[src/hw/rtl/vhc_pkg.sv]
package vhc_pkg;

   localparam int unsigned OPCODE_BITS   = 3;
   localparam int unsigned CAUSE_BITS    = 3;
   localparam int unsigned TICK_BITS     = 16;
   localparam int unsigned CSR_DATA_BITS = 16;
   localparam int unsigned CSR_INDEX_BITS = 2;

   typedef logic [OPCODE_BITS-1:0]    opcode_type;
   typedef logic [CAUSE_BITS-1:0]     cause_type;
   typedef logic [CSR_INDEX_BITS-1:0] csr_index_type;

   localparam opcode_type OP_TICK     = 3'd0;
   localparam opcode_type OP_SAMPLE   = 3'd1;
   localparam opcode_type OP_OPEN     = 3'd2;
   localparam opcode_type OP_CLOSE    = 3'd3;
   localparam opcode_type OP_AUTO_ON  = 3'd4;
   localparam opcode_type OP_AUTO_OFF = 3'd5;

   localparam cause_type CAUSE_NONE      = 3'd0;
   localparam cause_type CAUSE_AUTO_LOW  = 3'd1;
   localparam cause_type CAUSE_AUTO_HIGH = 3'd2;
   localparam cause_type CAUSE_BUTTON    = 3'd3;
   localparam cause_type CAUSE_COMMAND   = 3'd4;

   localparam csr_index_type CSR_OPEN_BELOW     = 2'd0;
   localparam csr_index_type CSR_CLOSE_ABOVE    = 2'd1;
   localparam csr_index_type CSR_DEBOUNCE_TICKS = 2'd2;

   localparam logic [TICK_BITS-1:0] DEBOUNCE_RESET = 16'd50;

   typedef struct packed {
      logic valve;
      logic auto_mode;
      logic previous_level;
      logic stable_level;
   } flags_type;

   typedef struct packed {
      logic      valve_drive;
      logic      auto_on;
      logic      valve_changed;
      cause_type change_cause;
   } result_type;

endpackage

[src/hw/rtl/vhc_if.sv]
interface vhc_req_if #(
   parameter int unsigned LEVEL_BITS = 12
);
   logic                  valid;
   logic                  ready;
   logic [2:0]            opcode;
   logic                  button_level;
   logic [LEVEL_BITS-1:0] water_level;

   modport source (output valid, output opcode, output button_level, output water_level,
                   input ready);
   modport sink (input valid, input opcode, input button_level, input water_level,
                 output ready);
endinterface

interface vhc_rsp_if;
   logic       valid;
   logic       ready;
   logic       valve_drive;
   logic       auto_on;
   logic       valve_changed;
   logic [2:0] change_cause;

   modport source (output valid, output valve_drive, output auto_on, output valve_changed,
                   output change_cause, input ready);
   modport sink (input valid, input valve_drive, input auto_on, input valve_changed,
                 input change_cause, output ready);
endinterface

[src/hw/rtl/vhc_csr.sv]
module vhc_csr #(
   parameter int unsigned LEVEL_BITS = 12
) (
   input  logic                                clock,
   input  logic                                reset,
   input  logic                                csr_we,
   input  vhc_pkg::csr_index_type              csr_index,
   input  logic [vhc_pkg::CSR_DATA_BITS-1:0]   csr_wdata,
   output logic [LEVEL_BITS-1:0]               open_below,
   output logic [LEVEL_BITS-1:0]               close_above,
   output logic [vhc_pkg::TICK_BITS-1:0]       debounce_ticks
);
   import vhc_pkg::*;

   logic [LEVEL_BITS-1:0] open_below_ff;
   logic [LEVEL_BITS-1:0] close_above_ff;
   logic [TICK_BITS-1:0]  debounce_ticks_ff;

   always_ff @(posedge clock) begin
      if (reset) begin
         open_below_ff     <= '0;
         close_above_ff    <= '1;
         debounce_ticks_ff <= DEBOUNCE_RESET;
      end else if (csr_we) begin
         case (csr_index)
            CSR_OPEN_BELOW: begin
               open_below_ff <= csr_wdata[LEVEL_BITS-1:0];
            end
            CSR_CLOSE_ABOVE: begin
               close_above_ff <= csr_wdata[LEVEL_BITS-1:0];
            end
            CSR_DEBOUNCE_TICKS: begin
               debounce_ticks_ff <= csr_wdata[TICK_BITS-1:0];
            end
            default: begin
            end
         endcase
      end
   end

   assign open_below     = open_below_ff;
   assign close_above    = close_above_ff;
   assign debounce_ticks = debounce_ticks_ff;

endmodule

[src/hw/rtl/vhc_step.sv]
module vhc_step #(
   parameter int unsigned LEVEL_BITS = 12,
   parameter int unsigned COUNT_BITS = 16
) (
   input  vhc_pkg::opcode_type                opcode,
   input  logic                               button_level,
   input  logic [LEVEL_BITS-1:0]              water_level,
   input  logic [LEVEL_BITS-1:0]              open_below,
   input  logic [LEVEL_BITS-1:0]              close_above,
   input  logic [vhc_pkg::TICK_BITS-1:0]      debounce_ticks,
   input  vhc_pkg::flags_type                 flags,
   input  logic [COUNT_BITS-1:0]              count,
   input  logic [LEVEL_BITS-1:0]              stored_water,
   output vhc_pkg::flags_type                 flags_in,
   output logic [COUNT_BITS-1:0]              count_in,
   output logic [LEVEL_BITS-1:0]              stored_water_in,
   output vhc_pkg::result_type                result
);
   import vhc_pkg::*;

   localparam int unsigned CMP_BITS = (COUNT_BITS > TICK_BITS) ? COUNT_BITS : TICK_BITS;

   logic                  drive_en;
   logic                  drive_val;
   cause_type             drive_cause;
   logic                  hyst_en;
   logic [LEVEL_BITS-1:0] hyst_level;
   logic                  changed;

   always_comb begin
      flags_in        = flags;
      count_in        = count;
      stored_water_in = stored_water;
      drive_en        = 1'b0;
      drive_val       = 1'b0;
      drive_cause     = CAUSE_NONE;
      hyst_en         = 1'b0;
      hyst_level      = stored_water;

      case (opcode)
         OP_TICK: begin
            if (button_level != flags.previous_level) begin
               count_in = '0;
            end else if (count != '1) begin
               count_in = count + COUNT_BITS'(1);
            end
            flags_in.previous_level = button_level;
            if ((CMP_BITS'(count_in) > CMP_BITS'(debounce_ticks))
                && (button_level != flags.stable_level)) begin
               flags_in.stable_level = button_level;
               if (!button_level) begin
                  flags_in.auto_mode = 1'b0;
                  drive_en           = 1'b1;
                  drive_val          = !flags.valve;
                  drive_cause        = CAUSE_BUTTON;
               end
            end
         end
         OP_SAMPLE: begin
            stored_water_in = water_level;
            hyst_en         = flags.auto_mode;
            hyst_level      = water_level;
         end
         OP_OPEN: begin
            flags_in.auto_mode = 1'b0;
            drive_en           = 1'b1;
            drive_val          = 1'b1;
            drive_cause        = CAUSE_COMMAND;
         end
         OP_CLOSE: begin
            flags_in.auto_mode = 1'b0;
            drive_en           = 1'b1;
            drive_val          = 1'b0;
            drive_cause        = CAUSE_COMMAND;
         end
         OP_AUTO_ON: begin
            flags_in.auto_mode = 1'b1;
            hyst_en            = 1'b1;
         end
         OP_AUTO_OFF: begin
            flags_in.auto_mode = 1'b0;
         end
         default: begin
         end
      endcase

      // opening wins when the thresholds overlap
      if (hyst_en) begin
         if (hyst_level < open_below) begin
            drive_en    = 1'b1;
            drive_val   = 1'b1;
            drive_cause = CAUSE_AUTO_LOW;
         end else if (hyst_level > close_above) begin
            drive_en    = 1'b1;
            drive_val   = 1'b0;
            drive_cause = CAUSE_AUTO_HIGH;
         end
      end

      changed = drive_en && (drive_val != flags.valve);
      if (changed) begin
         flags_in.valve = drive_val;
      end

      result.valve_drive   = flags_in.valve;
      result.auto_on       = flags_in.auto_mode;
      result.valve_changed = changed;
      result.change_cause  = changed ? drive_cause : CAUSE_NONE;
   end

endmodule

[src/hw/rtl/valve_hysteresis_controller_core.sv]
// Pipeline: an accepted item is held in the item register, then its result in the result
// register; a response that is not taken stalls both.
// Throughput: one item per cycle while each response is taken; the state update between
// the item register and the result register sets that rate.
// Reset: synchronous, active high; clears valve, auto mode, debounce count, stored
// sample and both valid flags, sets the debounce levels high, loads register defaults.
module valve_hysteresis_controller_core #(
   parameter int unsigned LEVEL_BITS = 12,
   parameter int unsigned COUNT_BITS = 16
) (
   input  logic                               clock,
   input  logic                               reset,
   vhc_req_if.sink                            req,
   vhc_rsp_if.source                          rsp,
   input  logic                               csr_we,
   input  vhc_pkg::csr_index_type             csr_index,
   input  logic [vhc_pkg::CSR_DATA_BITS-1:0]  csr_wdata
);
   import vhc_pkg::*;

   logic [LEVEL_BITS-1:0] open_below;
   logic [LEVEL_BITS-1:0] close_above;
   logic [TICK_BITS-1:0]  debounce_ticks;

   logic                  item_valid_ff;
   opcode_type            item_opcode_ff;
   logic                  item_button_ff;
   logic [LEVEL_BITS-1:0] item_water_ff;

   flags_type             flags_ff;
   flags_type             flags_in;
   logic [COUNT_BITS-1:0] count_ff;
   logic [COUNT_BITS-1:0] count_in;
   logic [LEVEL_BITS-1:0] stored_water_ff;
   logic [LEVEL_BITS-1:0] stored_water_in;

   result_type            result_ff;
   result_type            result_in;
   logic                  rsp_valid_ff;

   logic                  advance;
   logic                  take;

   vhc_csr #(
      .LEVEL_BITS (LEVEL_BITS)
   ) u_csr (
      .clock          (clock),
      .reset          (reset),
      .csr_we         (csr_we),
      .csr_index      (csr_index),
      .csr_wdata      (csr_wdata),
      .open_below     (open_below),
      .close_above    (close_above),
      .debounce_ticks (debounce_ticks)
   );

   vhc_step #(
      .LEVEL_BITS (LEVEL_BITS),
      .COUNT_BITS (COUNT_BITS)
   ) u_step (
      .opcode          (item_opcode_ff),
      .button_level    (item_button_ff),
      .water_level     (item_water_ff),
      .open_below      (open_below),
      .close_above     (close_above),
      .debounce_ticks  (debounce_ticks),
      .flags           (flags_ff),
      .count           (count_ff),
      .stored_water    (stored_water_ff),
      .flags_in        (flags_in),
      .count_in        (count_in),
      .stored_water_in (stored_water_in),
      .result          (result_in)
   );

   assign advance   = item_valid_ff && (!rsp_valid_ff || rsp.ready);
   assign req.ready = !item_valid_ff || advance;
   assign take      = req.valid && req.ready;

   always_ff @(posedge clock) begin
      if (reset) begin
         item_valid_ff <= 1'b0;
      end else if (req.ready) begin
         item_valid_ff <= req.valid;
      end
   end

   always_ff @(posedge clock) begin
      if (take) begin
         item_opcode_ff <= req.opcode;
         item_button_ff <= req.button_level;
         item_water_ff  <= req.water_level;
      end
   end

   always_ff @(posedge clock) begin
      if (reset) begin
         flags_ff        <= '{valve: 1'b0, auto_mode: 1'b0,
                              previous_level: 1'b1, stable_level: 1'b1};
         count_ff        <= '0;
         stored_water_ff <= '0;
      end else if (advance) begin
         flags_ff        <= flags_in;
         count_ff        <= count_in;
         stored_water_ff <= stored_water_in;
      end
   end

   always_ff @(posedge clock) begin
      if (reset) begin
         rsp_valid_ff <= 1'b0;
      end else if (advance) begin
         rsp_valid_ff <= 1'b1;
      end else if (rsp.ready) begin
         rsp_valid_ff <= 1'b0;
      end
   end

   always_ff @(posedge clock) begin
      if (advance) begin
         result_ff <= result_in;
      end
   end

   assign rsp.valid         = rsp_valid_ff;
   assign rsp.valve_drive   = result_ff.valve_drive;
   assign rsp.auto_on       = result_ff.auto_on;
   assign rsp.valve_changed = result_ff.valve_changed;
   assign rsp.change_cause  = result_ff.change_cause;

`ifndef SYNTHESIS
   a_state_holds: assert property (@(posedge clock) disable iff (reset)
      !advance |=> (flags_ff == $past(flags_ff)) && (count_ff == $past(count_ff)))
      else $error("state moved without an item");

   a_change_cause: assert property (@(posedge clock) disable iff (reset)
      rsp_valid_ff |-> (result_ff.valve_changed == (result_ff.change_cause != CAUSE_NONE)))
      else $error("change flag and cause disagree");

   a_auto_cause: assert property (@(posedge clock) disable iff (reset)
      rsp_valid_ff && ((result_ff.change_cause == CAUSE_AUTO_LOW)
                       || (result_ff.change_cause == CAUSE_AUTO_HIGH))
      |-> result_ff.auto_on)
      else $error("auto change with auto off");

   a_manual_cause: assert property (@(posedge clock) disable iff (reset)
      rsp_valid_ff && ((result_ff.change_cause == CAUSE_BUTTON)
                       || (result_ff.change_cause == CAUSE_COMMAND))
      |-> !result_ff.auto_on)
      else $error("manual change left auto on");
`endif

endmodule
[src/flat_wrapper.sv]
// flat-port wrapper written by rule: the top's interface ports become plain ports
module valve_hysteresis_controller_core_flat import vhc_pkg::*;
#(
   parameter int unsigned LEVEL_BITS = 12,
   parameter int unsigned COUNT_BITS = 16
)
  (clock, reset, csr_we, csr_index, csr_wdata, req_valid, req_opcode, req_button_level, req_water_level, req_ready, rsp_valid, rsp_valve_drive, rsp_auto_on, rsp_valve_changed, rsp_change_cause, rsp_ready);
  vhc_req_if #(.LEVEL_BITS(LEVEL_BITS)) req_i ();
  vhc_rsp_if rsp_i ();
  input  logic clock;
  input  logic reset;
  input  logic csr_we;
  input  vhc_pkg::csr_index_type csr_index;
  input  logic [vhc_pkg::CSR_DATA_BITS-1:0] csr_wdata;
  input wire logic [$bits(req_i.valid)-1:0] req_valid;
  input wire logic [$bits(req_i.opcode)-1:0] req_opcode;
  input wire logic [$bits(req_i.button_level)-1:0] req_button_level;
  input wire logic [$bits(req_i.water_level)-1:0] req_water_level;
  output wire logic [$bits(req_i.ready)-1:0] req_ready;
  output wire logic [$bits(rsp_i.valid)-1:0] rsp_valid;
  output wire logic [$bits(rsp_i.valve_drive)-1:0] rsp_valve_drive;
  output wire logic [$bits(rsp_i.auto_on)-1:0] rsp_auto_on;
  output wire logic [$bits(rsp_i.valve_changed)-1:0] rsp_valve_changed;
  output wire logic [$bits(rsp_i.change_cause)-1:0] rsp_change_cause;
  input wire logic [$bits(rsp_i.ready)-1:0] rsp_ready;
  assign req_i.valid = req_valid;
  assign req_i.opcode = req_opcode;
  assign req_i.button_level = req_button_level;
  assign req_i.water_level = req_water_level;
  assign req_ready = req_i.ready;
  assign rsp_valid = rsp_i.valid;
  assign rsp_valve_drive = rsp_i.valve_drive;
  assign rsp_auto_on = rsp_i.auto_on;
  assign rsp_valve_changed = rsp_i.valve_changed;
  assign rsp_change_cause = rsp_i.change_cause;
  assign rsp_i.ready = rsp_ready;
  valve_hysteresis_controller_core #(.LEVEL_BITS(LEVEL_BITS), .COUNT_BITS(COUNT_BITS)) u_core (.clock(clock), .reset(reset), .req(req_i), .rsp(rsp_i), .csr_we(csr_we), .csr_index(csr_index), .csr_wdata(csr_wdata));
endmodule
[config.mk]
export PLATFORM = sky130hd
export DESIGN_NAME = valve_hysteresis_controller_core_flat
export DESIGN_NICKNAME = d
export VERILOG_FILES = /design/src/hw/rtl/vhc_pkg.sv /design/src/hw/rtl/vhc_if.sv /design/src/hw/rtl/vhc_csr.sv /design/src/hw/rtl/vhc_step.sv /design/src/hw/rtl/valve_hysteresis_controller_core.sv /design/src/flat_wrapper.sv
export SDC_FILE = /design/constraint.sdc
export NUM_CORES = 1
export LEC_CHECK = 0
export BUFFER_PORTS_ARGS = -buffer_cell sky130_fd_sc_hd__clkbuf_2
export CORE_MARGIN = 1.5
export CORE_UTILIZATION = 45
export DETAILED_ROUTE_END_ITERATION = 8
export PLACE_DENSITY = 0.7
export SETUP_SLACK_MARGIN = 0.3
export SLEW_MARGIN = 20
export SYNTH_ARGS = -nofsm -noshare
export SYNTH_HDL_FRONTEND = slang
export SYNTH_SLANG_ARGS = --single-unit
[constraint.sdc]
create_clock -name clock -period 7.85 [get_ports clock]
set_clock_uncertainty 0.2 [all_clocks]
set_input_delay 0.785 -clock clock [delete_from_list [all_inputs] [get_ports clock]]
set_output_delay 0.785 -clock clock [all_outputs]
set_load 0.03 [all_outputs]
==> results.md <==
Run status:
- The run finished with clean final reports.

Hold path:
- The tightest min-delay check is of the reg -> reg type.

Worst setup path:
- The peak fanout along the critical path is 6.
- The kind of end point of the critical path is a flip-flop.
- Data on the critical path arrives at its endpoint at 4.12 ns.
- The kind of launch point of the worst setup path is a flip-flop.
- The cell with the largest stage delay on the worst path is sky130_fd_sc_hd__a221oi_1.
- For this run, the slowest stage of the critical path takes 0.50 ns.
- The critical path class is reg -> reg.
- The signal on the critical path passes through ha_1 -> nand3_2 -> nor4b_4 -> a31oi_4 -> nand4_1 -> xor2_1 -> nor2_1 -> ha_1 -> a21oi_1 -> o21ai_0 -> a221oi_1 -> a21oi_1 -> a311oi_1 -> o21ai_1.
- At the worst endpoint, the required time is 7.75 ns.

Logic synthesis:
- In the post-synthesis netlist, the biggest area contributors are sky130_fd_sc_hd__dfxtp_1 (28%), sky130_fd_sc_hd__edfxtp_1 (13%), sky130_fd_sc_hd__ha_1 (9.6%).
- Summed over all instances, the cell type with the most area after synthesis is sky130_fd_sc_hd__dfxtp_1.
- The number of nets handed over by synthesis was 673.
- The synthesized area divided by synthesized cell count is 8.78 µm².
- Yosys mapped a number of flops with a built-in enable equal to 22.
- The xor and xnor area share after synthesis is 1.85%.
- In this run, distinct cell masters in the synthesized netlist total 60.
- Counting flops with an async set or reset pin after synthesis yields a share of 0%.
- The cell area that synthesis handed to floorplanning was 5210 µm².
- The synthesized netlist devotes 16.7% of its cell area to compound gates.
- The share of synthesized cell area in full adder, half adder and majority cells is 9.60%.
- Of the post-synthesis cell area, the dominant cell type holds 28.4%.
- During synthesis, Yosys emitted a total of 0 warnings.
- Summing the areas of all and, or, nand and nor instances in the mapped netlist gives 19.2% of the synthesized area.
- Counting every instance in the synthesized netlist gives 594.
- The primary flip-flop cell chosen by synthesis mapping is sky130_fd_sc_hd__dfxtp_1.
- Multiplexer cells account for 5.45% of the synthesized area.
- In this run, synthesis produced a sequential element count of 96.
- The portion of the post-synthesis area used by sequential elements is 41.1%.
- By area, the combinational part of the netlist is dominated by simple AND/OR/NAND/NOR gates.

Timing:
- The final critical-path share of the clock period is 53.8%.
- The final hold violation count came to 0.
- The headroom to the max-slew limit is 37.6%.
- The smallest clock period supported by the final layout is computed as 4.22 ns.
- Setup repair after global routing left no endpoint under its margin.
- The max-slew violation count was 0.
- Derived from the worst setup path, the maximum achievable clock frequency is 237 MHz.
- The setup-violating endpoint count in the final report is 0.
- The slew at the pin closest to its max-slew limit is 0.936 ns.
- The tightest hold path in the finished design has a slack of 0.256 ns.
- Summed over all failing endpoints, the final setup total negative slack is 0 ns.

Pwr:
- The analysis attributes to cell leakage a power of 2.37 nW.
- The final total power is 1.10 mW.
- For this design the ratio of total power to cell area is 188 nW/µm².
- The maximum vdd ir drop is 142 µV.

Global routing:
- The via count of the first global-routing pass was 4131.
- Entering global routing, the biggest net connects 74 pins.
- The global-route congestion overflow total is 0.
- The global-route usage over all layers is 20.0%.
- The first global-routing pass estimated 19.7 mm of wire.
- The initial antenna violation count is 0.

Final layout:
- In the layout the commonest cells are sky130_fd_sc_hd__nor2_1 (77), sky130_fd_sc_hd__dfxtp_1 (74), sky130_fd_sc_hd__a21oi_1 (61), sky130_fd_sc_hd__nand2_1 (61), sky130_fd_sc_hd__inv_1 (50).
- The share of final-layout standard cells stronger than drive strength 1 is 14.0%.
- The repair_antennas step left the layout with diodes totalling 0.
- The post-layout net count is 704.
- The most common library cell in the layout ignoring fill and taps is sky130_fd_sc_hd__nor2_1.
- For this run, the share of the core covered by cells in the final layout is 51.3%.
- The synthesis-to-layout area growth is 12.0%.
- Counting the fill cells in the layout gives 1058.

Routing:
- After detailed routing, the number of vias per cell comes to 5.47.
- The remaining design rule violation count is 0.
- For this block, the routed nets add up to 11.7 mm of wire.
- The detail route stage leaves a number of antenna-violating nets equal to 0.
- The first routing iteration left 231 violations.
- The routed wire length per instance is 15.1 µm.
- The via count is 4225.
- The count of TritonRoute iterations in the first routing pass is 5.

Die:
- The cell row count is 39.
- The die covers 12200 µm².
- For this configuration, the core starts out at a cell density of 45.9%.
- The total I/O pin count is 47.
- The core outline area is 11400 µm².
- The die boundary width is 111 µm.
- The floorplan die height is 111 µm.

Flow run:
- The max-capacitance violation count is 0.

Placed design:
- The final weighted congestion of routability-driven global placement is 0.868.
- In this run the tool buffered the top-level ports with 46 buffer cells.
- Detailed placement finished with a half-perimeter wire length of 8.49 mm.

Clock tree:
- After clock tree synthesis, the setup repair step added 0 buffers.
- Hold repair after CTS inserted 0 buffers.
- TritonCTS built the clock tree.
- Clock-pin slew was measured on the worst setup and hold paths at 0.07 ns.
- The worst-skew pair later-pin latency is 0.36 ns.
- The longest clock path from root to sink contains 2 buffers.
- The number of resized instances in the post-cts repair step is 0.
- The root cell of the clock tree is sky130_fd_sc_hd__clkbuf_16.
- The clock drives 96 sinks.
- Counting the buffers created by CTS gives 9.
- CTS built an H-tree with a depth of 3.
Yosys cell counts (3+ instances only):
cell / number
sky130_fd_sc_hd__a211oi_1: 4
sky130_fd_sc_hd__dfxtp_1: 74
sky130_fd_sc_hd__a211o_1: 15
sky130_fd_sc_hd__nand2_1: 61
sky130_fd_sc_hd__edfxtp_1: 22
sky130_fd_sc_hd__nand4_1: 12
sky130_fd_sc_hd__mux2i_1: 16
sky130_fd_sc_hd__o21ai_0: 14
sky130_fd_sc_hd__clkbuf_1: 21
sky130_fd_sc_hd__a21oi_1: 61
sky130_fd_sc_hd__o21ai_1: 3
sky130_fd_sc_hd__or3_1: 7
sky130_fd_sc_hd__a31oi_1: 9
sky130_fd_sc_hd__buf_1: 3
sky130_fd_sc_hd__nor2b_1: 5
sky130_fd_sc_hd__xor2_1: 5
sky130_fd_sc_hd__nor3_1: 6
sky130_fd_sc_hd__and2_1: 3
sky130_fd_sc_hd__inv_1: 50
sky130_fd_sc_hd__and3_1: 3
sky130_fd_sc_hd__nor2_1: 77
sky130_fd_sc_hd__buf_2: 4
sky130_fd_sc_hd__nand3b_1: 4
sky130_fd_sc_hd__ha_1: 40
sky130_fd_sc_hd__a22oi_1: 3
sky130_fd_sc_hd__nand3_1: 7
sky130_fd_sc_hd__xnor2_1: 6
sky130_fd_sc_hd__o211ai_1: 3
sky130_fd_sc_hd__nand2b_1: 4
sky130_fd_sc_hd__and3b_1: 3
sky130_fd_sc_hd__mux2_2: 11
where the power goes:
group | switching [mW] | internal [mW]
clock network | 0.209 | 0.254
registers | 0.00788 | 0.523
logic | 0.0641 | 0.0398
worst max-delay path, delay by kind of cell (launching register included):
family          cells  cell delay [ns]
xor+xnor            1             0.16
compound gates      7             1.70
fa+ha+maj           2             0.59
flops               1             0.43
simple gates        4             0.88
area by class of cell:
cell class	count	area [µm²]	share of cell area, %
Multi-Input combinational cell	418	2760	47.3
Sequential cell	96	2140	36.7
Timing Repair Buffer	50	260	4.46
Clock buffer	9	225	3.86
Inverter	50	188	3.21
Tap cell	143	179	3.06
Clock inverter	7	85.1	1.46
metal layers:
metal / part of all wire, % / global-route usage, % / up-vias
met2: 46 / 32.3 / 107
met1: 47 / 26.0 / 1951
met5: 0 / 0 / -
met3: 5.2 / 4.39 / 16
met4: 1.9 / 8.03 / 0
li1: - / - / 2151
worst paths after layout:
path / to / start / slack [ns] / depth (start not counted)
worst max-delay path: u_core.rsp.valve_drive / u_core.count_ff[0] / 3.63 / 14
worst min-delay path: u_core.u_csr.debounce_ticks[2] / u_core.u_csr.debounce_ticks[2] / 0.26 / 2
worst max register to register: u_core.rsp.valve_drive / u_core.count_ff[0] / 3.63 / 14
worst min register to register: u_core.u_csr.debounce_ticks[2] / u_core.u_csr.debounce_ticks[2] / 0.26 / 2
per-stage QoR:
step | setup slack [ns] | std cells | instance area, µm²
6_report | 3.63 | 773 | 5840
5_1_grt | 3.32 | 773 | 5840
4_1_cts | 3.67 | 773 | 5840
3_5_place_dp | 3.69 | 757 | 5530
3_3_place_gp | 3.90 | 757 | 5530
2_1_floorplan | 4.20 | 594 | 5210
cells by family (layout without fill, tap and decap cells):
family,after synthesis,in the layout
fa+ha+maj,40,40
flops,96,96
mux,27,27
xor+xnor,11,11
buf+inv,80,116
compound gates,134,134
simple gates,206,206
state kept, by name (all words and copies together), names as in the netlist, 3 cells and up:
signal / cells
u_core.flags_ff: 4
u_core.item_opcode_ff: 3
u_core.u_csr.close_above: 12
u_core.count_ff: 16
u_core.u_csr.debounce_ticks: 16
u_core.item_water_ff: 12
u_core.rsp.change_cause: 3
u_core.u_csr.open_below: 12
u_core.stored_water_ff: 12
Power figures use the tool's default switching activity.
